==> src/sv/ipt_pkg.sv <==
// ---------------------------------------------------------------------------
// ipt_pkg - shared types and helpers for the interval pump timer
// Item and result layouts, timing constants, knob scaling functions.
// ---------------------------------------------------------------------------
package ipt_pkg;

  // default parameter values
  localparam int TICKS_PER_SECOND_DEF = 10;
  localparam int SECONDS_WIDTH_DEF    = 20;

  // input kinds
  localparam logic KIND_TICK = 1'b0;
  localparam logic KIND_POLL = 1'b1;

  // knob level range and timing
  localparam int          LEVEL_W          = 6;
  localparam logic [5:0]  LEVEL_FULL       = 6'd50;
  localparam logic [5:0]  LEVEL_ZERO       = 6'd0;
  localparam int          OUT_SEC_W        = 20;
  localparam logic [19:0] OUT_SEC_MAX      = 20'hFFFFF;
  localparam logic [19:0] DAY_SECONDS      = 20'd86400;
  localparam logic [8:0]  PUMP_SEC_PER_LVL = 9'd6;
  localparam logic [7:0]  SAVED_DUTY_RST   = 8'd255;

  typedef struct packed {
    logic       kind;
    logic [7:0] delay_knob;
    logic [7:0] pump_knob;
  } item_t;

  typedef struct packed {
    logic [7:0]  pwm_duty;
    logic        pump_running;
    logic        adjusting;
    logic        save_request;
    logic [7:0]  save_value;
    logic [19:0] elapsed_seconds;
  } result_t;

  // (50 * raw) / 255, division by 255 via add-and-shift (exact below 65025)
  function automatic logic [LEVEL_W-1:0] knob_level(input logic [7:0] raw);
    logic [13:0] x;
    logic [14:0] y;
    x = 14'(raw) * 14'd50;
    y = 15'(x) + 15'(x >> 8) + 15'd1;
    return y[13:8];
  endfunction

  // whole days of off delay: floor(7 * lv / 50), plus one below full scale
  function automatic logic [2:0] delay_days(input logic [LEVEL_W-1:0] lv);
    logic [8:0] p;
    logic [2:0] days;
    p    = 9'(lv) * 9'd7;
    days = 3'd0;
    for (int q = 1; q < 8; q++) begin
      if (p >= 9'(50 * q)) days = 3'(q);
    end
    if (lv != LEVEL_FULL) days = days + 3'd1;
    return days;
  endfunction

  // on period in seconds: 300 * lv / 50
  function automatic logic [8:0] on_seconds(input logic [LEVEL_W-1:0] lv);
    return 9'(lv) * PUMP_SEC_PER_LVL;
  endfunction

  // adjust duty: 255 * lv / 50 = 5 * lv + lv / 10
  function automatic logic [7:0] adjust_duty(input logic [LEVEL_W-1:0] lv);
    logic [13:0] t;
    t = 14'(lv) * 14'd205;
    return (8'(lv) * 8'd5) + 8'(t[13:11]);
  endfunction

endpackage

==> src/sv/ipt_in_stage.sv <==
// ---------------------------------------------------------------------------
// ipt_in_stage - input register
// Holds one accepted word until the core consumes it.
// ---------------------------------------------------------------------------
module ipt_in_stage
  import ipt_pkg::*;
(
  input  logic  clk,
  input  logic  rst,
  input  logic  in_valid,
  output logic  in_ready,
  input  item_t in_item,
  input  logic  advance,
  output logic  valid,
  output item_t item
);

  // free when empty or being drained this cycle
  assign in_ready = !valid || advance;

  always_ff @(posedge clk) begin
    if (rst) begin
      valid <= 1'b0;
    end else if (in_ready) begin
      valid <= in_valid;
    end
  end

  always_ff @(posedge clk) begin
    if (in_valid && in_ready) begin
      item <= in_item;
    end
  end

endmodule

==> src/sv/ipt_core.sv <==
// ---------------------------------------------------------------------------
// ipt_core - timer and pump state
// Counters, phase, adjust mode and duty registers; one step per word.
// ---------------------------------------------------------------------------
module ipt_core
  import ipt_pkg::*;
#(
  parameter int TICKS_PER_SECOND = TICKS_PER_SECOND_DEF,
  parameter int SECONDS_WIDTH    = SECONDS_WIDTH_DEF
) (
  input  logic    clk,
  input  logic    rst,
  input  logic    fire,
  input  item_t   item,
  output result_t result
);

  localparam int TENTH_W = $clog2(TICKS_PER_SECOND + 1);
  localparam logic [SECONDS_WIDTH-1:0] SEC_MAX = {SECONDS_WIDTH{1'b1}};

  logic [TENTH_W-1:0]       tenth_count, tenth_count_next, tenth_inc;
  logic [SECONDS_WIDTH-1:0] second_count, second_count_next;
  logic                     pump_phase, pump_phase_next;
  logic                     adjust_flag, adjust_flag_next;
  logic [7:0]               saved_duty, saved_duty_next;
  logic [7:0]               trial_duty, trial_duty_next;
  logic [7:0]               applied_duty, applied_duty_next;

  logic [LEVEL_W-1:0] lv_delay, lv_pump;
  logic [19:0]        delay_sec, limit;
  logic [7:0]         cur_duty;
  logic               save_req;
  logic [7:0]         save_val;

  assign lv_delay  = knob_level(item.delay_knob);
  assign lv_pump   = knob_level(item.pump_knob);
  assign delay_sec = 20'(delay_days(lv_delay)) * DAY_SECONDS;
  assign limit     = pump_phase ? 20'(on_seconds(lv_pump)) : delay_sec;
  assign cur_duty  = adjust_duty(lv_pump);
  assign tenth_inc = tenth_count + TENTH_W'(1);

  // next state for one word
  always_comb begin
    tenth_count_next  = tenth_count;
    second_count_next = second_count;
    pump_phase_next   = pump_phase;
    adjust_flag_next  = adjust_flag;
    saved_duty_next   = saved_duty;
    trial_duty_next   = trial_duty;
    applied_duty_next = applied_duty;
    save_req          = 1'b0;
    save_val          = 8'd0;
    if (item.kind == KIND_TICK) begin
      // tick: count tenths, saturating seconds
      if (tenth_inc >= TENTH_W'(TICKS_PER_SECOND)) begin
        tenth_count_next = '0;
        if (second_count != SEC_MAX) second_count_next = second_count + SECONDS_WIDTH'(1);
      end else begin
        tenth_count_next = tenth_inc;
      end
    end else if (!adjust_flag) begin
      // poll in normal mode
      if (lv_delay == LEVEL_ZERO) begin
        adjust_flag_next = 1'b1;
      end else if (SECONDS_WIDTH'(limit) <= second_count) begin
        tenth_count_next  = '0;
        second_count_next = '0;
        pump_phase_next   = ~pump_phase;
        applied_duty_next = pump_phase ? 8'd0 : saved_duty;
      end
    end else begin
      // poll in adjust mode
      trial_duty_next = cur_duty;
      if (cur_duty != trial_duty) applied_duty_next = cur_duty;
      if (lv_delay == LEVEL_FULL) begin
        adjust_flag_next = 1'b0;
        if (cur_duty != 8'd0) begin
          saved_duty_next = cur_duty;
          save_req        = 1'b1;
          save_val        = cur_duty;
        end
        pump_phase_next   = 1'b0;
        applied_duty_next = 8'd0;
        tenth_count_next  = '0;
        second_count_next = '0;
      end
    end
  end

  // result word from the updated state
  always_comb begin
    result.pwm_duty     = applied_duty_next;
    result.pump_running = pump_phase_next && !adjust_flag_next;
    result.adjusting    = adjust_flag_next;
    result.save_request = save_req;
    result.save_value   = save_val;
    if (second_count_next > SECONDS_WIDTH'(OUT_SEC_MAX)) begin
      result.elapsed_seconds = OUT_SEC_MAX;
    end else begin
      result.elapsed_seconds = second_count_next[OUT_SEC_W-1:0];
    end
  end

  always_ff @(posedge clk) begin
    if (rst) begin
      tenth_count  <= '0;
      second_count <= '0;
      pump_phase   <= 1'b0;
      adjust_flag  <= 1'b0;
      saved_duty   <= SAVED_DUTY_RST;
      trial_duty   <= 8'd0;
      applied_duty <= 8'd0;
    end else if (fire) begin
      tenth_count  <= tenth_count_next;
      second_count <= second_count_next;
      pump_phase   <= pump_phase_next;
      adjust_flag  <= adjust_flag_next;
      saved_duty   <= saved_duty_next;
      trial_duty   <= trial_duty_next;
      applied_duty <= applied_duty_next;
    end
  end

endmodule

==> src/sv/ipt_out_stage.sv <==
// ---------------------------------------------------------------------------
// ipt_out_stage - result register
// Holds one result word until the sink takes it.
// ---------------------------------------------------------------------------
module ipt_out_stage
  import ipt_pkg::*;
(
  input  logic    clk,
  input  logic    rst,
  input  logic    fire,
  input  result_t result_in,
  output logic    advance,
  output logic    out_valid,
  input  logic    out_ready,
  output result_t result
);

  // room for a new word when empty or being read
  assign advance = !out_valid || out_ready;

  always_ff @(posedge clk) begin
    if (rst) begin
      out_valid <= 1'b0;
    end else if (advance) begin
      out_valid <= fire;
    end
  end

  always_ff @(posedge clk) begin
    if (fire) begin
      result <= result_in;
    end
  end

endmodule

==> src/sv/interval_pump_timer_controller.sv <==
// ---------------------------------------------------------------------------
// interval_pump_timer_controller - watering pump interval timer
// Tick/poll driven off-delay and on-period sequencer with duty adjust mode.
// ---------------------------------------------------------------------------
// One word in, one result word out. A word is taken every cycle while the sink
// keeps up; its result goes from the input register through the single
// state-update step into the result register. Throughput is one word per
// cycle while the sink is not stalling, set by the single-step update of the
// timer and pump state registers; a stalled sink holds the result register
// and then backs up the input register.
module interval_pump_timer_controller
  import ipt_pkg::*;
#(
  parameter int TICKS_PER_SECOND = TICKS_PER_SECOND_DEF,
  parameter int SECONDS_WIDTH    = SECONDS_WIDTH_DEF
) (
  input  logic        clk,
  input  logic        rst,
  input  logic        s_tvalid,
  output logic        s_tready,
  input  logic [15:0] s_tdata,  // delay_knob[7:0], pump_knob[15:8]
  input  logic        s_tuser,  // kind[0]
  output logic        m_tvalid,
  input  logic        m_tready,
  // pwm_duty[7:0], pump_running[8], adjusting[9], save_request[10],
  // save_value[18:11], elapsed_seconds[38:19], zero[39]
  output logic [39:0] m_tdata
);

  item_t   in_item, item;
  result_t core_result, result;
  logic    item_valid, advance, fire;

  assign in_item.kind       = s_tuser;
  assign in_item.delay_knob = s_tdata[7:0];
  assign in_item.pump_knob  = s_tdata[15:8];

  assign fire = item_valid && advance;

  ipt_in_stage u_in (
    .clk      (clk),
    .rst      (rst),
    .in_valid (s_tvalid),
    .in_ready (s_tready),
    .in_item  (in_item),
    .advance  (advance),
    .valid    (item_valid),
    .item     (item)
  );

  ipt_core #(
    .TICKS_PER_SECOND (TICKS_PER_SECOND),
    .SECONDS_WIDTH    (SECONDS_WIDTH)
  ) u_core (
    .clk    (clk),
    .rst    (rst),
    .fire   (fire),
    .item   (item),
    .result (core_result)
  );

  ipt_out_stage u_out (
    .clk       (clk),
    .rst       (rst),
    .fire      (fire),
    .result_in (core_result),
    .advance   (advance),
    .out_valid (m_tvalid),
    .out_ready (m_tready),
    .result    (result)
  );

  // pack result word
  assign m_tdata = {1'b0, result.elapsed_seconds, result.save_value,
                    result.save_request, result.adjusting, result.pump_running,
                    result.pwm_duty};

endmodule

==> config.mk <==
export PLATFORM = sky130hd
export DESIGN_NAME = interval_pump_timer_controller
export DESIGN_NICKNAME = d
export VERILOG_FILES = /design/src/sv/ipt_pkg.sv /design/src/sv/ipt_in_stage.sv /design/src/sv/ipt_core.sv /design/src/sv/ipt_out_stage.sv /design/src/sv/interval_pump_timer_controller.sv
export SDC_FILE = /design/constraint.sdc
export NUM_CORES = 1
export LEC_CHECK = 0
export ABC_AREA = 1
export BUFFER_PORTS_ARGS = -buffer_cell sky130_fd_sc_hd__buf_2
export CORE_MARGIN = 4
export CORE_UTILIZATION = 45
export CTS_CLUSTER_SIZE = 28
export DETAILED_ROUTE_END_ITERATION = 7
export PLACE_DENSITY = 0.69
export SLEW_MARGIN = 15
export SYNTH_ARGS = -nofsm -noshare
export SYNTH_HDL_FRONTEND = slang
export SYNTH_SLANG_ARGS = --single-unit
==> constraint.sdc <==
create_clock -name clk -period 10.42 [get_ports clk]
set_clock_uncertainty 0.2 [all_clocks]
set_input_delay 2.605 -clock clk [delete_from_list [all_inputs] [get_ports clk]]
set_output_delay 2.605 -clock clk [all_outputs]
set_load 0.01 [all_outputs]
==> results.cfg <==
[layout]
drive_gt1_share_pct = 19.4
area_growth_syn_to_layout_pct = 13.2
antenna_cells = 0
fin_util_pct = 52.0
fill_cells = 2059
finalNonFillerCells = 1651
nets = 1555

[detailed_routing]
finalWirelength_um = 22500
ant_nets = 0
vias_per_cell = 5.13
route.detailed.drc = 0
firstDrtPassIters = 7
vias = 8470
first_iter_violations = 518
wl_per_cell_um = 13.6

[clock_tree]
postCtsHoldBufs = 0
path_clk_slew_ns = 0.08
cts_tree = done
htree_levels = 3
cts_buffer_depth = 2
cts_inserted_buffers = 9
cts-root-buf = clkbuf_16
clk_latency_ns = 0.36
cts.sinks = 108

[placed_design]
portBuffers = 61
post-dp-hpwl_um = 17300
dp.cells = 1616
finalWeightedCongestion = 0.887

[timing]
min_period_ns = 9.77
min_period_over_period_pct = 93.8
worstMarginPinSlew_ns = 1.09
hold_ws_ns = 0.275
finalSetupViolations = 0
slew_violations = 0
fmax_ghz = 0.102
slew_headroom_pct = 27.6
hold_viol = 0

[yosys]
syn_nets = 1479
ys_top_cells_by_area = ha_1 19%, edfxtp_1 17%, dfxtp_1 10%
synthAdderAreaFrac_pct = 22.3
syn_area_um2 = 10100
async_flop_share_pct = 0
yosys_register_bits = 108
synth_area_per_cell_um2 = 7.80
ys_types = 54
yosys-mux-area-fraction_pct = 0
ys.flop_type = edfxtp_1
synth-xor-area-share_pct = 3.88
yosysWarnings = 0
seq_area_frac_synth_pct = 27.1
synth_edf_count = 56
synth_top_family_by_area = simple AND/OR/NAND/NOR gates
synth_compound_area_share_pct = 10.7
synth_top_area_share_pct = 18.5
synth_top_area_cell = ha_1
synthCells = 1290
synthSimpleGateAreaFrac_pct = 25.5

[floorplanning]
rows = 54
die-area_um2 = 24800
die_w_um = 157
fp.dieH_um = 157
start_util_pct = 45.9
core-area_um2 = 21900
io_pins = 63

[worst_hold_path]
worstHoldPathType = reg -> reg

[grt]
grt_pass1_vias = 7929
grt_antenna_before_repair = 0
track_usage_pct = 18.0
grt_pass1_wl_um = 37000
gr-total-overflow = 0
grt_max_degree = 84

[critical_path]
critPathSlowestCell = fa_1
critPathMaxStageDelay_ns = 0.50
crit_family = adder cells
cp.buffers_inverters = 10
rrSetupSlack_ns = 0.65
cp.arrival_ns = 9.68
crit_top_cell = nand2_1
start_kind = flip-flop
crit_fanout = 5
crit_type = reg -> reg
required_ns = 10.33
endpoint_kind = flip-flop

[run_status]
status = complete, no violations

[job]
drv_cap = 0
## sequential cells by signal, indices dropped and copies added, names as in the netlist
name and cells:
u_out.out_valid 1, u_core.second_count 20, u_core.trial_duty 8, u_core.adjust_flag 1, u_core.tenth_count 4, u_out.result 39, u_in.item 17, u_core.applied_duty 8
u_in.valid 1, u_core.pump_phase 1, u_core.saved_duty 8
## synthesized netlist by cell type, types with 13 or more instances
| cell | instances |
|---|---|
| a21oi_1 | 89 |
| a21oi_2 | 13 |
| clkbuf_1 | 19 |
| dfxtp_1 | 52 |
| edfxtp_1 | 56 |
| fa_1 | 19 |
| ha_1 | 149 |
| inv_1 | 222 |
| inv_2 | 16 |
| nand2_1 | 231 |
| nand2_2 | 24 |
| nand2_4 | 14 |
| nand3_1 | 94 |
| nand4_1 | 38 |
| nor2_1 | 70 |
| o21ai_0 | 57 |
| xor2_1 | 29 |
## timing repair
item	CTS	global route
resized for setup	0	61
endpoints found under the setup margin	0	78
setup buffers	0	18
## layer usage
layer,global-route usage [%],wire (um),share of wire [%]
met5,0,0,0
met4,4.59,301,1.3
met3,2.20,697,3.1
met2,30.1,10700,48
met1,24.9,10800,48
## worst reg2reg max path: cells and delay by family (launching register included)
family | cells | cell delay [ns]
simple gates | 36 | 3.33
flops | 1 | 0.43
compound gates | 6 | 0.69
xor+xnor | 3 | 0.63
fa+ha+maj | 12 | 3.47
buf+inv | 10 | 0.74
## logic make-up after synthesis
group	after synthesis
other	1
XOR/XNOR	42
AND/OR/NAND/NOR	519
AO/OA/AOI/OAI	184
adder cells (fa/ha/maj)	168
flip-flops	108
buffers and inverters	268
## layout make-up
type	instances	area [um^2]	share of cell area [%]
repair buffers	92	542	4.76
inverters	240	907	7.97
well taps	280	350	3.08
clock inverters	7	88.8	0.780
multi-input cells	915	6550	57.5
flip-flops and latches	108	2720	23.9
clock buffers	9	225	1.98
## stage by stage
stage | cell area (um^2) | setup TNS, ns | setup WS, ns
CTS | 11000 | 0 | 0.0378
global placement | 10700 | 0 | 0.367
detailed placement | 10700 | 0 | 0.0787
global route | 11400 | -1.87 | -0.147
finish | 11400 | 0 | 0.650
floorplan | 10100 | 0 | 0.811
## final timing paths
path / start / endpoint / depth (start not counted)
worst max register to register: u_in.item[10] / u_out.result[31] / 67
worst max-delay path: u_in.item[10] / u_out.result[31] / 67
worst min-delay path: u_core.saved_duty[5] / u_core.saved_duty[5] / 2
worst min register to register: u_core.saved_duty[5] / u_core.saved_duty[5] / 2
## layout by cell type (no fill, tap or decap), types with 3 or more instances in the layout
cell,instances
nand4_1,38
nand2_2,28
ha_1,142
inv_2,20
buf_2,61
xnor2_2,4
nand3_4,4
xor2_1,25
or2_1,3
buf_4,30
nand3_2,12
clkbuf_16,9
a21oi_1,79
dfxtp_1,52
or2_2,4
inv_1,216
xor2_2,5
nand2_4,17
clkinv_8,3
nor2_2,5
o21ai_1,3
o21ai_0,54
xnor2_1,8
nor2_1,68
nor4_1,5
a21o_1,4
nand3_1,92
nand2_1,224
o211ai_2,8
ha_4,6
edfxtp_1,56
nor3_1,8
a21oi_2,23
fa_1,18
Power is not shown: default switching activity piles up to over one toggle a cycle in this logic, so the estimate is an artifact.
